==> src/hdl/tfv_pkg.sv <==
package tfv_pkg;

  // Frame layout
  localparam int unsigned FRAME_OVERHEAD = 7;
  localparam int unsigned CNT_W          = 10;
  localparam int unsigned LEN_W          = CNT_W + 1;

  localparam logic [CNT_W-1:0] COUNT_MAX   = '1;
  localparam logic [CNT_W-1:0] POS_MAGIC0  = 10'd0;
  localparam logic [CNT_W-1:0] POS_MAGIC1  = 10'd1;
  localparam logic [CNT_W-1:0] POS_VERSION = 10'd2;
  localparam logic [CNT_W-1:0] POS_TYPE    = 10'd3;
  localparam logic [CNT_W-1:0] POS_SIZE    = 10'd4;
  localparam logic [CNT_W-1:0] POS_BODY    = 10'd5;
  localparam logic [CNT_W-1:0] POS_RX_LO   = 10'd11;
  localparam logic [CNT_W-1:0] POS_RX_HI   = 10'd12;
  localparam logic [CNT_W-1:0] POS_FR_LO   = 10'd13;
  localparam logic [CNT_W-1:0] POS_FR_HI   = 10'd14;

  localparam logic [7:0] MAGIC_0 = 8'h54;  // 'T'
  localparam logic [7:0] MAGIC_1 = 8'h4D;  // 'M'

  // CRC-16/CCITT
  localparam logic [15:0] CRC_INIT = 16'hFFFF;
  localparam logic [15:0] CRC_POLY = 16'h1021;

  // Status codes
  localparam logic [2:0] ST_OK      = 3'd0;
  localparam logic [2:0] ST_LENGTH  = 3'd1;
  localparam logic [2:0] ST_HEADER  = 3'd2;
  localparam logic [2:0] ST_VERSION = 3'd3;
  localparam logic [2:0] ST_TYPE    = 3'd4;
  localparam logic [2:0] ST_CRC     = 3'd5;
  localparam logic [2:0] ST_MASK    = 3'd6;

  // Register map
  localparam logic [1:0] REG_VERSION   = 2'd0;
  localparam logic [1:0] REG_TYPES     = 2'd1;
  localparam logic [1:0] REG_SIZES     = 2'd2;
  localparam logic [1:0] REG_MAX_LEN   = 2'd3;

  localparam logic [7:0]  RST_VERSION = 8'd1;
  localparam logic [31:0] RST_TYPES   = 32'h0302_0100;
  localparam logic [31:0] RST_SIZES   = 32'h0000_0000;
  localparam logic [8:0]  RST_MAX_LEN = 9'd262;

  typedef struct packed {
    logic [7:0]  expected_version;
    logic [31:0] type_codes;
    logic [31:0] body_sizes;
    logic [8:0]  max_frame_length;
  } tfv_cfg_t;

  typedef struct packed {
    logic       is_status;
    logic [7:0] body_byte;
    logic [7:0] body_offset;
    logic [2:0] status;
    logic [7:0] packet_type;
    logic [7:0] frame_version;
  } tfv_result_t;

  // One byte through the MSB-first CRC, eight shift steps unrolled
  function automatic logic [15:0] crc16_byte(logic [15:0] crc, logic [7:0] b);
    logic [15:0] c;
    c = crc ^ {b, 8'h00};
    for (int k = 0; k < 8; k++) begin
      if (c[15]) begin
        c = {c[14:0], 1'b0} ^ CRC_POLY;
      end else begin
        c = {c[14:0], 1'b0};
      end
    end
    return c;
  endfunction

endpackage

==> src/hdl/telemetry_frame_validator_top.sv <==
// Streaming validator for framed telemetry packets. Bytes enter one per
// transfer with is_last_i on the final byte; the frame is 'T','M', version,
// type, size byte, body and a little-endian CRC-16/CCITT (init 0xFFFF, poly
// 0x1021) over all preceding bytes. Each body byte leaves as a result with
// its offset; the last byte gives one status result (0 ok, 1 length,
// 2 header, 3 version, 4 type, 5 crc, 6 source masks). One byte is taken
// every clock cycle while results are taken: an input register feeds a single
// pass of CRC and check logic into an output register. The user must write
// registers through cfg_we_i/cfg_index_i/cfg_wdata_i only while no frame is
// in flight; the block itself does not enforce this. After reset all body
// sizes are zero, so every frame that passes the length, header and version
// checks reports a type error until they are written.
module telemetry_frame_validator_top (
  input  logic        clk_i,
  input  logic        rst_ni,
  input  logic        cfg_we_i,
  input  logic [1:0]  cfg_index_i,
  input  logic [31:0] cfg_wdata_i,
  input  logic        in_valid_i,
  output logic        in_ready_o,
  input  logic [7:0]  frame_byte_i,
  input  logic        is_last_i,
  output logic        out_valid_o,
  input  logic        out_ready_i,
  output logic        is_status_o,
  output logic [7:0]  body_byte_o,
  output logic [7:0]  body_offset_o,
  output logic [2:0]  status_o,
  output logic [7:0]  packet_type_o,
  output logic [7:0]  frame_version_o
);

  tfv_pkg::tfv_cfg_t    cfg_q;
  tfv_pkg::tfv_result_t res_d, res_out;

  logic       in_valid_q;
  logic [7:0] in_byte_q;
  logic       in_last_q;
  logic       out_free;
  logic       adv;
  logic       has_res;

  // Configuration registers
  always_ff @(posedge clk_i or negedge rst_ni) begin
    if (!rst_ni) begin
      cfg_q.expected_version <= tfv_pkg::RST_VERSION;
      cfg_q.type_codes <= tfv_pkg::RST_TYPES;
      cfg_q.body_sizes <= tfv_pkg::RST_SIZES;
      cfg_q.max_frame_length <= tfv_pkg::RST_MAX_LEN;
    end else if (cfg_we_i) begin
      unique case (cfg_index_i)
        tfv_pkg::REG_VERSION: cfg_q.expected_version <= cfg_wdata_i[7:0];
        tfv_pkg::REG_TYPES:   cfg_q.type_codes <= cfg_wdata_i;
        tfv_pkg::REG_SIZES:   cfg_q.body_sizes <= cfg_wdata_i;
        tfv_pkg::REG_MAX_LEN: cfg_q.max_frame_length <= cfg_wdata_i[8:0];
        default: ;
      endcase
    end
  end

  // Input register: moves on whenever the output side can take a result
  assign adv        = in_valid_q && out_free;
  assign in_ready_o = !in_valid_q || adv;

  always_ff @(posedge clk_i or negedge rst_ni) begin
    if (!rst_ni) begin
      in_valid_q <= 1'b0;
    end else if (in_ready_o) begin
      in_valid_q <= in_valid_i;
    end
  end

  always_ff @(posedge clk_i) begin
    if (in_ready_o && in_valid_i) begin
      in_byte_q <= frame_byte_i;
      in_last_q <= is_last_i;
    end
  end

  tfv_frame_proc u_proc (
    .clk_i     (clk_i),
    .rst_ni    (rst_ni),
    .cfg_i     (cfg_q),
    .adv_i     (adv),
    .byte_i    (in_byte_q),
    .last_i    (in_last_q),
    .has_res_o (has_res),
    .res_o     (res_d)
  );

  tfv_out_reg u_out (
    .clk_i   (clk_i),
    .rst_ni  (rst_ni),
    .load_i  (adv && has_res),
    .res_i   (res_d),
    .ready_o (out_free),
    .valid_o (out_valid_o),
    .ready_i (out_ready_i),
    .res_o   (res_out)
  );

  assign is_status_o     = res_out.is_status;
  assign body_byte_o     = res_out.body_byte;
  assign body_offset_o   = res_out.body_offset;
  assign status_o        = res_out.status;
  assign packet_type_o   = res_out.packet_type;
  assign frame_version_o = res_out.frame_version;

`ifndef SYNTHESIS
  a_status_fields: assert property (@(posedge clk_i) disable iff (!rst_ni)
    out_valid_o && is_status_o |-> body_byte_o == 8'd0 && body_offset_o == 8'd0)
    else $error("status result carries body fields");

  a_body_fields: assert property (@(posedge clk_i) disable iff (!rst_ni)
    out_valid_o && !is_status_o |-> status_o == tfv_pkg::ST_OK &&
                                    packet_type_o == 8'd0 && frame_version_o == 8'd0)
    else $error("body result carries status fields");

  a_fail_clears_ids: assert property (@(posedge clk_i) disable iff (!rst_ni)
    out_valid_o && status_o != tfv_pkg::ST_OK |-> packet_type_o == 8'd0 &&
                                                  frame_version_o == 8'd0)
    else $error("failed frame reports type or version");
`endif

endmodule

==> src/hdl/tfv_frame_proc.sv <==
module tfv_frame_proc (
  input  logic                 clk_i,
  input  logic                 rst_ni,
  input  tfv_pkg::tfv_cfg_t    cfg_i,
  input  logic                 adv_i,
  input  logic [7:0]           byte_i,
  input  logic                 last_i,
  output logic                 has_res_o,
  output tfv_pkg::tfv_result_t res_o
);

  logic [tfv_pkg::CNT_W-1:0] count_q, count_d;
  logic [15:0]               crc_q, crc_d;
  logic [7:0]                dly0_q, dly0_d, dly1_q, dly1_d;
  logic                      hdr_q, hdr_d;
  logic [7:0]                ver_q, ver_d, type_q, type_d, size_q, size_d;
  logic [15:0]               rx_q, rx_d, fr_q, fr_d;

  logic [15:0]               crc_fed;
  logic [tfv_pkg::LEN_W-1:0] len;
  logic [tfv_pkg::LEN_W-1:0] body_end;
  logic                      in_body;
  logic                      found;
  logic [7:0]                mt_size;
  logic [2:0]                status;

  // CRC runs two bytes behind, so the trailing CRC bytes are never fed
  assign crc_fed = (count_q >= tfv_pkg::POS_MAGIC1 + 10'd1) ? tfv_pkg::crc16_byte(crc_q, dly1_q)
                                                           : crc_q;

  // Header and mask capture by frame position
  always_comb begin
    hdr_d = hdr_q;
    ver_d = ver_q;
    type_d = type_q;
    size_d = size_q;
    rx_d = rx_q;
    fr_d = fr_q;
    case (count_q)
      tfv_pkg::POS_MAGIC0:  hdr_d = (byte_i == tfv_pkg::MAGIC_0);
      tfv_pkg::POS_MAGIC1:  hdr_d = hdr_q && (byte_i == tfv_pkg::MAGIC_1);
      tfv_pkg::POS_VERSION: ver_d = byte_i;
      tfv_pkg::POS_TYPE:    type_d = byte_i;
      tfv_pkg::POS_SIZE:    size_d = byte_i;
      tfv_pkg::POS_RX_LO:   rx_d = {rx_q[15:8], byte_i};
      tfv_pkg::POS_RX_HI:   rx_d = {byte_i, rx_q[7:0]};
      tfv_pkg::POS_FR_LO:   fr_d = {fr_q[15:8], byte_i};
      tfv_pkg::POS_FR_HI:   fr_d = {byte_i, fr_q[7:0]};
      default: ;
    endcase
  end

  // Type lookup: scan downwards so the lowest matching slot wins
  always_comb begin
    found = 1'b0;
    mt_size = '0;
    for (int i = 3; i >= 0; i--) begin
      if (cfg_i.type_codes[8*i +: 8] == type_q) begin
        found = 1'b1;
        mt_size = cfg_i.body_sizes[8*i +: 8];
      end
    end
  end

  assign len = {1'b0, count_q} + 11'd1;

  // End-of-frame checks, first failure wins
  always_comb begin
    if (len < 11'(tfv_pkg::FRAME_OVERHEAD) || len > {2'b00, cfg_i.max_frame_length}) begin
      status = tfv_pkg::ST_LENGTH;
    end else if (!hdr_q) begin
      status = tfv_pkg::ST_HEADER;
    end else if (ver_q != cfg_i.expected_version) begin
      status = tfv_pkg::ST_VERSION;
    end else if (!found || mt_size == 8'd0) begin
      status = tfv_pkg::ST_TYPE;
    end else if (size_q != mt_size ||
                 len != {3'b000, mt_size} + 11'(tfv_pkg::FRAME_OVERHEAD)) begin
      status = tfv_pkg::ST_LENGTH;
    end else if ({byte_i, dly0_q} != crc_fed) begin
      status = tfv_pkg::ST_CRC;
    end else if ((fr_d & ~rx_d) != 16'h0000) begin
      status = tfv_pkg::ST_MASK;
    end else begin
      status = tfv_pkg::ST_OK;
    end
  end

  // Body window uses the size byte as received, not the configured size
  assign body_end = {1'b0, tfv_pkg::POS_BODY} + {3'b000, size_q};
  assign in_body  = !last_i && count_q >= tfv_pkg::POS_BODY && {1'b0, count_q} < body_end;

  // Result formation
  always_comb begin
    res_o = '0;
    has_res_o = 1'b0;
    if (last_i) begin
      has_res_o = 1'b1;
      res_o.is_status = 1'b1;
      res_o.status = status;
      if (status == tfv_pkg::ST_OK) begin
        res_o.packet_type = type_q;
        res_o.frame_version = ver_q;
      end
    end else if (in_body) begin
      has_res_o = 1'b1;
      res_o.body_byte = byte_i;
      res_o.body_offset = 8'(count_q - tfv_pkg::POS_BODY);
    end
  end

  // Next frame state: cleared on the last byte
  always_comb begin
    if (last_i) begin
      count_d = '0;
      crc_d = tfv_pkg::CRC_INIT;
      dly0_d = '0;
      dly1_d = '0;
    end else begin
      count_d = (count_q != tfv_pkg::COUNT_MAX) ? count_q + 10'd1 : count_q;
      crc_d = crc_fed;
      dly0_d = byte_i;
      dly1_d = dly0_q;
    end
  end

  always_ff @(posedge clk_i or negedge rst_ni) begin
    if (!rst_ni) begin
      count_q <= '0;
      crc_q <= tfv_pkg::CRC_INIT;
      dly0_q <= '0;
      dly1_q <= '0;
      hdr_q <= 1'b0;
      ver_q <= '0;
      type_q <= '0;
      size_q <= '0;
      rx_q <= '0;
      fr_q <= '0;
    end else if (adv_i) begin
      count_q <= count_d;
      crc_q <= crc_d;
      dly0_q <= dly0_d;
      dly1_q <= dly1_d;
      if (last_i) begin
        hdr_q <= 1'b0;
        ver_q <= '0;
        type_q <= '0;
        size_q <= '0;
        rx_q <= '0;
        fr_q <= '0;
      end else begin
        hdr_q <= hdr_d;
        ver_q <= ver_d;
        type_q <= type_d;
        size_q <= size_d;
        rx_q <= rx_d;
        fr_q <= fr_d;
      end
    end
  end

`ifndef SYNTHESIS
  a_clear_after_last: assert property (@(posedge clk_i) disable iff (!rst_ni)
    adv_i && last_i |=> count_q == '0 && crc_q == tfv_pkg::CRC_INIT)
    else $error("frame state not cleared after last byte");

  a_count_step: assert property (@(posedge clk_i) disable iff (!rst_ni)
    adv_i && !last_i && count_q != tfv_pkg::COUNT_MAX |=> count_q == $past(count_q) + 10'd1)
    else $error("byte count did not advance");

  a_hold_when_idle: assert property (@(posedge clk_i) disable iff (!rst_ni)
    !adv_i |=> $stable(count_q) && $stable(crc_q))
    else $error("frame state changed without a transfer");
`endif

endmodule

==> src/hdl/tfv_out_reg.sv <==
module tfv_out_reg (
  input  logic                 clk_i,
  input  logic                 rst_ni,
  input  logic                 load_i,
  input  tfv_pkg::tfv_result_t res_i,
  output logic                 ready_o,
  output logic                 valid_o,
  input  logic                 ready_i,
  output tfv_pkg::tfv_result_t res_o
);

  logic                 valid_q;
  tfv_pkg::tfv_result_t res_q;

  // Free when empty or being drained this cycle
  assign ready_o = !valid_q || ready_i;

  always_ff @(posedge clk_i or negedge rst_ni) begin
    if (!rst_ni) begin
      valid_q <= 1'b0;
    end else if (ready_o) begin
      valid_q <= load_i;
    end
  end

  always_ff @(posedge clk_i) begin
    if (ready_o && load_i) begin
      res_q <= res_i;
    end
  end

  assign valid_o = valid_q;
  assign res_o   = res_q;

endmodule

==> config.mk <==
export PLATFORM = sky130hd
export DESIGN_NAME = telemetry_frame_validator_top
export DESIGN_NICKNAME = d
export VERILOG_FILES = /design/src/hdl/tfv_pkg.sv /design/src/hdl/telemetry_frame_validator_top.sv /design/src/hdl/tfv_frame_proc.sv /design/src/hdl/tfv_out_reg.sv
export SDC_FILE = /design/constraint.sdc
export NUM_CORES = 1
export LEC_CHECK = 0
export BUFFER_PORTS_ARGS = -buffer_cell sky130_fd_sc_hd__buf_2
export CORE_ASPECT_RATIO = 1.75
export CORE_MARGIN = 8
export CORE_UTILIZATION = 40
export DETAILED_ROUTE_END_ITERATION = 8
export GPL_TIMING_DRIVEN = 0
export HOLD_SLACK_MARGIN = 0.06
export PLACE_DENSITY = 0.56
export SYNTH_ARGS = -nofsm -noshare
export SYNTH_HDL_FRONTEND = slang
export SYNTH_HIERARCHICAL = 1
export SYNTH_SLANG_ARGS = --single-unit
export TNS_END_PERCENT = 1
==> constraint.sdc <==
create_clock -name clk_i -period 10.35 [get_ports clk_i]
set_input_delay 2.07 -clock clk_i [delete_from_list [all_inputs] [get_ports clk_i]]
set_output_delay 2.07 -clock clk_i [all_outputs]
set_load 0.03 [all_outputs]
==> PnR_summary.wiki, run 1 <==
{| class="wikitable"
! Metric !! Value
|-
| Antenna violations before repair || 0
|-
| Final Hold Fails || 0
|-
| Worst Hold Path Cells || 2
|-
| Post-CTS setup buffer count || 0
|-
| Placed Instances || 1598
|-
| Antenna diode count || 0
|-
| Leakage power || between 0.005 and 0.006 µW
|-
| Post-CTS Resized || 0
|-
| Register-to-register setup slack || between 5 and 6 ns
|-
| Area growth from synthesis to layout || 14.2%
|-
| FILL cells || 2900
|-
| Peak supply drop || about 0.14 mV
|-
| Arrival time reported for the critical path endpoint || roughly 2.7 ns
|-
| Finished Layout Cells || 1640
|-
| Number of hold buffers added after CTS || 0
|-
| Bufs and invs on worst path || 2
|-
| CP max-delay cell || sky130_fd_sc_hd__buf_2
|-
| Post-Synthesis Mean Instance Area || approximately 11 µm²
|-
| Biggest fanout along the worst timing path || 5
|-
| Depth of the worst register-to-register path || 16
|-
| Number of global-route vias before repair || 9563
|-
| Die Footprint || roughly 37000 µm²
|-
| Fraction of registers with async set/reset || 0.802
|-
| Sink of the worst hold path || u_proc/fr_q[0]
|-
| Count of unresolved DRC violations after routing || 0
|-
| Count of pins over their slew limit || 0
|-
| Clock tree root buffer cell || sky130_fd_sc_hd__clkbuf_16
|-
| Overall Global Routing Usage || 0.199
|-
| Number of primary I/O pins || 86
|-
| Synthesized area || between 10000 and 15000 µm²
|-
| Cell type with the largest total area after synthesis || sky130_fd_sc_hd__dfrtp_1
|-
| Buffers added on ports || 85
|-
| Number of clock sinks seen by CTS || around 230
|-
| Total via count in the routed design || 9130
|-
| Type of the tightest min-delay check || reg -> reg
|-
| Placement Setup Slack || between 5 and 6 ns
|-
| Drt initial violations || between 400 and 500
|-
| Worst setup path class || in -> out
|-
| Wire length of the first global-routing pass || ~56000 µm
|-
| Family of cells with the greatest summed delay on the critical path || simple AND/OR/NAND/NOR gates
|-
| Unrepaired setup endpoints after global routing || no
|-
| Worst Tran Pin Value || slightly above 0.9 ns
|-
| Largest net degree at the start of global routing || about 120
|-
| Worst-skew pair later-pin latency || 0.52 ns
|-
| Antenna Violating Nets Remaining || 0
|-
| Post-synthesis cell type count || 80
|-
| Crit path setup slack, layout || around 5.6 ns
|-
| CP endpoint kind || output port
|-
| Required time reported for the critical path endpoint || a little over 8 ns
|-
| Sort of element at the start of the critical path || input port
|-
| Layout Skew || ~0.0087 ns
|-
| Effective utilization at floorplan || 0.406
|-
| Router iterations before antenna repair || 5
|-
| Std-Cell Rows || between 80 and 90
|-
| Last weighted congestion value of the routability-driven placer || 0.897
|-
| Endpoint of the most critical register-to-register path || u_out/res_o[7]
|-
| Smallest hold slack || about 0.48 ns
|-
| Post-layout nets || 1309
|-
| Share of the cycle needed by the critical path after routing || 0.459
|-
| Synth top area share || 0.324
|-
| TritonCTS clock tree || built
|-
| Number of clock buffers inserted by TritonCTS || 23
|-
| Run status || completed
|-
| Total Neg Setup Slack || 0 ns
|-
| MaxCap Viol Count || 0
|-
| Net count after synthesis || 1197
|-
| Number of levels the H-tree was split into || 1
|-
| Wirelength, routed || ~36000 µm
|-
| Number of setup violations in the final report || 0
|-
| Global route overflow || 0
|-
| Post-synthesis sequential area ratio || 0.486
|-
| Number of synthesized register bits || around 230
|-
| Max-Slew Margin vs Limit || 0.385
|-
| Estimated wirelength of the detail-placed design || approximately 28000 µm
|-
| Pwr Density || between 200 and 250 nW/µm²
|-
| Share of cells above drive strength 1 || 0.226
|-
| Startpoint of the worst register-to-register path || u_proc/type_q[2]
|-
| Floorplan die width || about 150 µm
|-
| Clock transition time at the flip-flop clock pins of the worst setup and hold paths || 0.06 ns
|-
| Ratio of routed vias to standard cells || 5.57
|-
| Min-Delay Startpoint || u_proc/fr_q[0]
|-
| Placeable core region || 30100 µm²
|-
| Mean routed wirelength per cell || 22.1 µm
|-
| Synth area leaders || sky130_fd_sc_hd__dfrtp_1, sky130_fd_sc_hd__edfxtp_1, sky130_fd_sc_hd__mux2_2, sky130_fd_sc_hd__xnor2_1, sky130_fd_sc_hd__dfstp_2
|-
| Critical Path Max Stage Delay || roughly 0.19 ns
|-
| Post-synth EDFFs || 45
|-
| Most numerous cell on the critical path || sky130_fd_sc_hd__buf_2
|-
| Cells along the critical path || buf_2, nand2b_4, nand2b_1, buf_2
|-
| Most common flop cell mapped by yosys || sky130_fd_sc_hd__dfrtp_1
|-
| Number of instances in the synthesized netlist || approximately 1100
|-
| Die height || about 250 µm
|-
| Highest Clock Rate || around 210 MHz
|-
| Bufs on Longest Clock Path || 3
|-
| Total of warnings raised by yosys || 6
|-
| Min Clock Period, post-route || roughly 4.7 ns
|}
==> worst max path at each step <==
stage / startpoint / cells after the start / slack, ns / to
3_5_place_dp: out_ready_i / 4 / 5.60 / in_ready_o
3_3_place_gp: rst_ni / 1 / 4.09 / u_proc/fr_q[4]
4_1_cts: out_ready_i / 4 / 5.60 / in_ready_o
5_1_grt: u_proc/type_q[2] / 16 / 5.32 / u_out/res_o[14]
2_1_floorplan: out_ready_i / 2 / 5.78 / in_ready_o
6_report: out_ready_i / 4 / 5.60 / in_ready_o
==> cell families (layout without fill, tap and decap cells) <==
| logic type | after synthesis | after routing | synth area share |
|---|---|---|---|
| xor gates and xnor gates | 107 | 107 | 0.0785 |
| adders and majority gates | 25 | 25 | 0.0256 |
| AOI/OAI and AO/OA | 261 | 261 | 0.143 |
| DFF | 227 | 227 | 0.486 |
| muxes | 110 | 110 | 0.0986 |
| buffers and inverters | 109 | 238 | 0.0433 |
| and+or+nand+nor | 285 | 285 | 0.125 |
==> stage by stage <==
stage / utilization / instance area, µm² / total power, µW
floorplan: - / 12200 / 1920
global placement: 0.437 / 13100 / 2190
detailed placement: 0.438 / 13200 / 2210
CTS: 0.464 / 13900 / 3080
global route: 0.464 / 13900 / 3220
finish: 0.464 / 13900 / 3050
==> sequential cells by signal, summed over array words and instances (netlist names) <==
name,cells
in_byte_q,8
in_valid_q,1
u_proc/size_q,8
u_proc/rx_q,16
u_proc/count_q,10
u_proc/dly1_q,8
u_proc/ver_q,8
u_proc/fr_q,16
u_proc/type_q,8
cfg_q,81
u_out/valid_o,1
in_last_q,1
u_proc/crc_q,16
u_proc/dly0_q,8
u_proc/hdr_q,1
u_out/res_o,36
==> synth_stat cells (all sizes together) (9+ instances only) <==
master,instances
clkbuf,45
edfxtp,45
nand4,19
buf,20
xor2,32
and2,25
o21ai,83
inv,43
o2bb2ai,18
o31ai,12
dfstp,24
mux2,82
a21oi,44
mux2i,28
o22a,16
dfrtp,158
nand3,17
nor4,9
nor2,60
xnor2,74
o22ai,17
ha,25
a22oi,22
nand2b,19
nand2,93
==> layout by cell type, fill, tap and decap left out, drive strengths merged, types with 4 or more instances in the layout <==
master   instances
and3             8
nand3           17
edfxtp          45
mux2            82
dfstp           24
nor4             9
o22a            16
xnor2           74
a21o             5
ha              25
nand2           93
a2111oi          4
o21ai           83
xor2            32
clkbuf          75
o2bb2ai         18
or4              4
a22oi           22
dfrtp          158
nand4           19
nor3             8
o22ai           17
nand3b           4
clkinv           8
and2            25
nand2b          19
nor2            60
mux2i           28
o31ai           12
a31oi            5
and4             5
a21oi           44
nor2b            6
buf            106
inv             44
o21a             4
a31o             8
==> where the power goes <==
group,internal (µW),switching [µW]
logic,432,565
clock network,498,360
registers,1080,120
total,2010,1040
==> final cells by class <==
cell class / count / area [µm²] / share of cell area
well taps: 387 / 484 / 0.0347
flip-flops and latches: 227 / 5940 / 0.426
multi-input cells: 788 / 5750 / 0.412
inverters: 44 / 165 / 0.0118
plain buffers: 65 / 364 / 0.0261
repair buffers: 87 / 473 / 0.0339
clock buffers: 30 / 654 / 0.0469
clock inverters: 12 / 119 / 0.00852
==> worst reg2reg max path, stage by stage (launching register included) <==
cell and delay, ns:
sky130_fd_sc_hd__dfrtp_1 0.37, sky130_fd_sc_hd__buf_6 0.15, sky130_fd_sc_hd__xnor2_1 0.18, sky130_fd_sc_hd__nand4_1 0.23
sky130_fd_sc_hd__o211ai_1 0.69, sky130_fd_sc_hd__nor2_1 0.21, sky130_fd_sc_hd__a221oi_4 0.45, sky130_fd_sc_hd__ha_1 0.37
sky130_fd_sc_hd__xor2_1 0.23, sky130_fd_sc_hd__nand2_1 0.08, sky130_fd_sc_hd__nor2_1 0.11, sky130_fd_sc_hd__a21oi_1 0.05
sky130_fd_sc_hd__nor4_1 0.38, sky130_fd_sc_hd__o21ai_2 0.18, sky130_fd_sc_hd__nor4_4 0.55, sky130_fd_sc_hd__buf_6 0.20
sky130_fd_sc_hd__and2_1 0.14
==> layer usage <==
metal / global-route usage / wire length (µm) / vias up
met5: 0 / 0 / -
met3: 0.0231 / 1270 / 89
li1: - / - / 4256
met4: 0.108 / 1920 / 0
met1: 0.202 / 13000 / 4558
met2: 0.385 / 20100 / 227
No activity file was read; power rests on OpenSTA's default activity.
==> run 2, diff against run 1 <==
Settings changed: ABC_AREA from default to 1, PLACE_DENSITY 0.56 to 0.58.
Clock period 10.35 ns to 4.3 ns, I/O delays scaled along.
==> run 2 against run 1 <==
Net effect: die area rose by 3.9%; synthesized cell count rose by 40%; clock skew rose by 0.0020 ns; power rose by 150%; clock power rose by 150%; cell area rose by 4.7%; hold slack got worse by 0.16 ns; setup slack got worse by 5.3 ns; sequential power rose by 130%; critical path depth rose by 13; global-route usage rose by 0.78 points; critical endpoint is now u_out/res_o[6]; largest cell class unchanged; largest power group unchanged.
==> PnR_summary.wiki, run 2 <==
{| class="wikitable"
! Metric !! Value
|-
| Run status || completed (unchanged)
|-
| Commonest non-fill, non-tap cells in the layout || sky130_fd_sc_hd__nand2_1, sky130_fd_sc_hd__inv_1, sky130_fd_sc_hd__dfrtp_1 (was sky130_fd_sc_hd__dfrtp_1, sky130_fd_sc_hd__nand2_1, sky130_fd_sc_hd__buf_2)
|-
| Required time reported for the critical path endpoint || 4.59 ns (was 8.28 ns)
|-
| Total via count in the routed design || 11062 (was 9130)
|-
| Synth top area share || 0.310 (was 0.324)
|-
| Mean routed wirelength per cell || 18.7 µm (was 22.1 µm)
|-
| Total non-filler cell area in the finished layout || 14600 µm² (was 13900 µm²)
|-
| Antenna diode count || 0 (unchanged)
|-
| Net count after synthesis || 1641 (was 1197)
|-
| Arrival time reported for the critical path endpoint || 4.31 ns (was 2.68 ns)
|-
| Largest net degree at the start of global routing || 104 (was 116)
|-
| Min Clock Period, post-route || around 4.0 ns
|-
| Die height || 252 µm (was 247 µm)
|-
| Last weighted congestion value of the routability-driven placer || 0.917 (was 0.897)
|-
| Final Hold Fails || 0 (unchanged)
|-
| Unrepaired setup endpoints after global routing || no (unchanged)
|-
| Most common flop cell mapped by yosys || sky130_fd_sc_hd__dfrtp_1 (unchanged)
|-
| FILL cells || 3206 (was 2900)
|-
| CP max-delay cell || sky130_fd_sc_hd__dfrtp_1 (was sky130_fd_sc_hd__buf_2)
|-
| CP endpoint kind || flop (was output port)
|-
| Wire length of the first global-routing pass || 60800 µm (was 55900 µm)
|-
| Count of unresolved DRC violations after routing || 0 (unchanged)
|-
| Pwr Density || 513 nW/µm² (was 219 nW/µm²)
|-
| Startpoint of the worst register-to-register path || u_proc/count_q[0] (was u_proc/type_q[2])
|-
| Post-synthesis sequential area ratio || 0.466 (was 0.486)
|-
| Cell type with the largest total area after synthesis || sky130_fd_sc_hd__dfrtp_1 (unchanged)
|-
| Number of clock buffers inserted by TritonCTS || 24 (was 23)
|-
| Ratio of routed vias to standard cells || 5.27 (was 5.57)
|-
| Total Neg Setup Slack || 0 ns (unchanged)
|-
| Number of flip-flops under the largest register name || 81 (unchanged)
|-
| Fraction of registers with async set/reset || 0.802 (unchanged)
|-
| Biggest fanout along the worst timing path || 10 (was 5)
|-
| Worst-skew pair later-pin latency || 0.54 ns (was 0.52 ns)
|-
| Effective utilization at floorplan || 0.405 (was 0.406)
|-
| Largest register by flop count || cfg_q (unchanged)
|-
| Commonest non-fill, non-tap cell in the layout || sky130_fd_sc_hd__nand2_1 (was sky130_fd_sc_hd__dfrtp_1)
|-
| Synth area leaders || sky130_fd_sc_hd__dfrtp_1, sky130_fd_sc_hd__nand2_1, sky130_fd_sc_hd__edfxtp_1, sky130_fd_sc_hd__inv_1, sky130_fd_sc_hd__dfstp_2 (was sky130_fd_sc_hd__dfrtp_1, sky130_fd_sc_hd__edfxtp_1, sky130_fd_sc_hd__mux2_2, sky130_fd_sc_hd__xnor2_1, sky130_fd_sc_hd__dfstp_2)
|-
| Layout Skew || 0.0107 ns (was 0.00872 ns)
|-
| Smallest hold slack || 0.319 ns (was 0.482 ns)
|-
| Drt initial violations || 662 (was 463)
|-
| Overall Global Routing Usage || 0.207 (was 0.199)
|-
| Post-layout nets || 1759 (was 1309)
|-
| Share of the cycle needed by the critical path after routing || 0.936
|-
| Std-Cell Rows || 86 (was 84)
|-
| Global route overflow || 0 (unchanged)
|-
| Router iterations before antenna repair || 6 (was 5)
|-
| Max-Slew Margin vs Limit || 0.374 (was 0.385)
|-
| Number of levels the H-tree was split into || 1 (unchanged)
|-
| TritonCTS clock tree || built (unchanged)
|-
| Area growth from synthesis to layout || 14.6% (was 14.2%)
|-
| Antenna Violating Nets Remaining || 0 (unchanged)
|-
| Synthesized area || 12700 µm² (was 12200 µm²)
|-
| Clock tree root buffer cell || sky130_fd_sc_hd__clkbuf_16 (unchanged)
|-
| Type of the tightest min-delay check || in -> async (was reg -> reg)
|-
| Highest Clock Rate || between 200 and 250 MHz
|-
| Share of cells above drive strength 1 || 0.160 (was 0.226)
|-
| Peak supply drop || 0.440 mV (was 0.139 mV)
|-
| Antenna violations before repair || 0 (unchanged)
|-
| Sort of element at the start of the critical path || flop (was input port)
|-
| Post-Synthesis Mean Instance Area || 8.12 µm² (was 10.9 µm²)
|-
| Wirelength, routed || 39200 µm (was 36300 µm)
|-
| Buffers added on ports || 83 (was 85)
|-
| Number of instances in the synthesized netlist || 1568 (was 1124)
|-
| Cells along the critical path || ha_1, inv_1, nor2_1, nand3_1, nor3_1, nand2_1, nand2_1, inv_1, ha_1, nand3_1, o31ai_2, nand4_1, a21oi_2, nor2_2, nand2_4, buf_8, nor2_4 (was buf_2, nand2b_4, nand2b_1, buf_2)
|-
| Number of clock sinks seen by CTS || 227 (unchanged)
|-
| Post-synthesis cell type count || 50 (was 80)
|-
| Count of pins over their slew limit || 0 (unchanged)
|-
| Post-synth EDFFs || 45 (unchanged)
|-
| Number of hold buffers added after CTS || 0 (unchanged)
|-
| Top post-synthesis cells by count || sky130_fd_sc_hd__nand2_1, sky130_fd_sc_hd__inv_1, sky130_fd_sc_hd__dfrtp_1 (was sky130_fd_sc_hd__dfrtp_1, sky130_fd_sc_hd__nand2_1, sky130_fd_sc_hd__mux2_2)
|-
| Leakage power || 0.00708 µW (was 0.00583 µW)
|-
| Depth of the worst register-to-register path || 17 (was 16)
|-
| Floorplan die width || 151 µm (was 148 µm)
|-
| MaxCap Viol Count || 0 (unchanged)
|-
| Number of global-route vias before repair || 10997 (was 9563)
|-
| Number of synthesized register bits || 227 (unchanged)
|-
| Number of primary I/O pins || 86 (unchanged)
|-
| Worst Tran Pin Value || 0.931 ns (was 0.919 ns)
|-
| Die Footprint || 38000 µm² (was 36600 µm²)
|-
| Cell with the most instances after synthesis || sky130_fd_sc_hd__nand2_1 (was sky130_fd_sc_hd__dfrtp_1)
|-
| Number of setup violations in the final report || 0 (unchanged)
|-
| Clock transition time at the flip-flop clock pins of the worst setup and hold paths || 0.06 ns (about the same)
|-
| Bufs on Longest Clock Path || 3 (unchanged)
|-
| Estimated wirelength of the detail-placed design || 30300 µm (was 27600 µm)
|-
| Placeable core region || 31400 µm² (was 30100 µm²)
|-
| Total of warnings raised by yosys || 6 (unchanged)
|-
| Endpoint of the most critical register-to-register path || u_out/res_o[6] (was u_out/res_o[7])
|-
| Worst setup path class || reg -> reg (was in -> out)
|-
| Register-to-register setup slack || 0.28 ns (was 5.67 ns)
|-
| Critical Path Max Stage Delay || 0.62 ns (was 0.19 ns)
|-
| Cell area after placement || 13700 µm² (was 13200 µm²)
|}
run 2: cell types whose count changed in the layout (fill, tap and decap cells not counted), moves of 26 or more:
cell	previous run	this run
sky130_fd_sc_hd__xnor2_1	73	22
sky130_fd_sc_hd__nand4_1	18	93
sky130_fd_sc_hd__o22ai_1	17	71
sky130_fd_sc_hd__mux2i_1	28	0
sky130_fd_sc_hd__mux2_2	82	0
sky130_fd_sc_hd__nand3_1	14	72
sky130_fd_sc_hd__inv_1	43	185
sky130_fd_sc_hd__a21oi_1	44	18
sky130_fd_sc_hd__nand2_1	93	455
run 2: worst max path at each step:
stage | startpoint | endpoint | slack (ns)
final | u_proc/count_q[0] | u_out/res_o[6] | 0.28
after global routing | u_proc/type_q[7] | u_out/res_o[8] | 0.01
after CTS | u_proc/count_q[0] | u_out/res_o[6] | 0.03
after detailed placement | u_proc/size_q[1] | u_out/res_o[20] | -0.05
after global placement | u_proc/size_q[0] | u_out/res_o[20] | -0.96
after floorplan | u_proc/size_q[0] | u_out/res_o[0] | 0.11
run 2: logic make-up (layout without fill, tap and decap cells):
group / after synthesis / count (layout) / synth area share
buf+inv: 269 / 405 / 0.0883
simple gates: 780 / 780 / 0.279
fa+ha+maj: 25 / 25 / 0.0246
compound gates: 192 / 192 / 0.0904
xor+xnor: 75 / 75 / 0.0522
flops: 227 / 227 / 0.466
run 2: stage by stage:
stage               power, µW  utilization  cells  setup slack, ns
finish                   7490        0.465   2100            0.275
global route             7960        0.465   2100           0.0142
CTS                      7510        0.462   2094           0.0265
detailed placement       5370        0.437   2049          -0.0460
global placement         5320        0.435   2047           -0.964
floorplan                4620            -   1568            0.114
run 2: timing repair:
item,CTS,global route
endpoints found under the setup margin,25,16
gates resized for setup,0,7
hold endpoints to repair,0,0
pin swaps,0,2
setup buffers,1,6
run 2: power breakdown:
group / switching, µW / leakage, µW / internal, µW
registers: 265 / 0.00276 / 2550
clock network: 902 / 0.000387 / 1200
logic: 1700 / 0.00393 / 877
total: 2860 / 0.00708 / 4630
run 2: final cells by class:
cell class,instances,area [µm²],area share
inverters,205,790,0.0541
repair buffers,92,526,0.0360
clock inverters,9,95.1,0.00651
plain buffers,64,335,0.0230
multi-input cells,1072,5730,0.392
flip-flops and latches,227,5940,0.406
clock buffers,35,702,0.0481
well taps,396,495,0.0339
run 2: routing by layer:
layer / GRT usage / wire [µm]
met2: 0.385 / 20600
met1: 0.213 / 14200
met5: 0 / 0
met3: 0.0237 / 1810
met4: 0.130 / 2610
run 2: critical path, delay by kind of cell, from the launching register on:
family,cells,cell delay (ns)
AOI/OAI and AO/OA,2,0.62
adders and majority gates,2,0.61
buffers and inverters,3,0.39
DFF,1,0.62
and+or+nand+nor,10,1.52
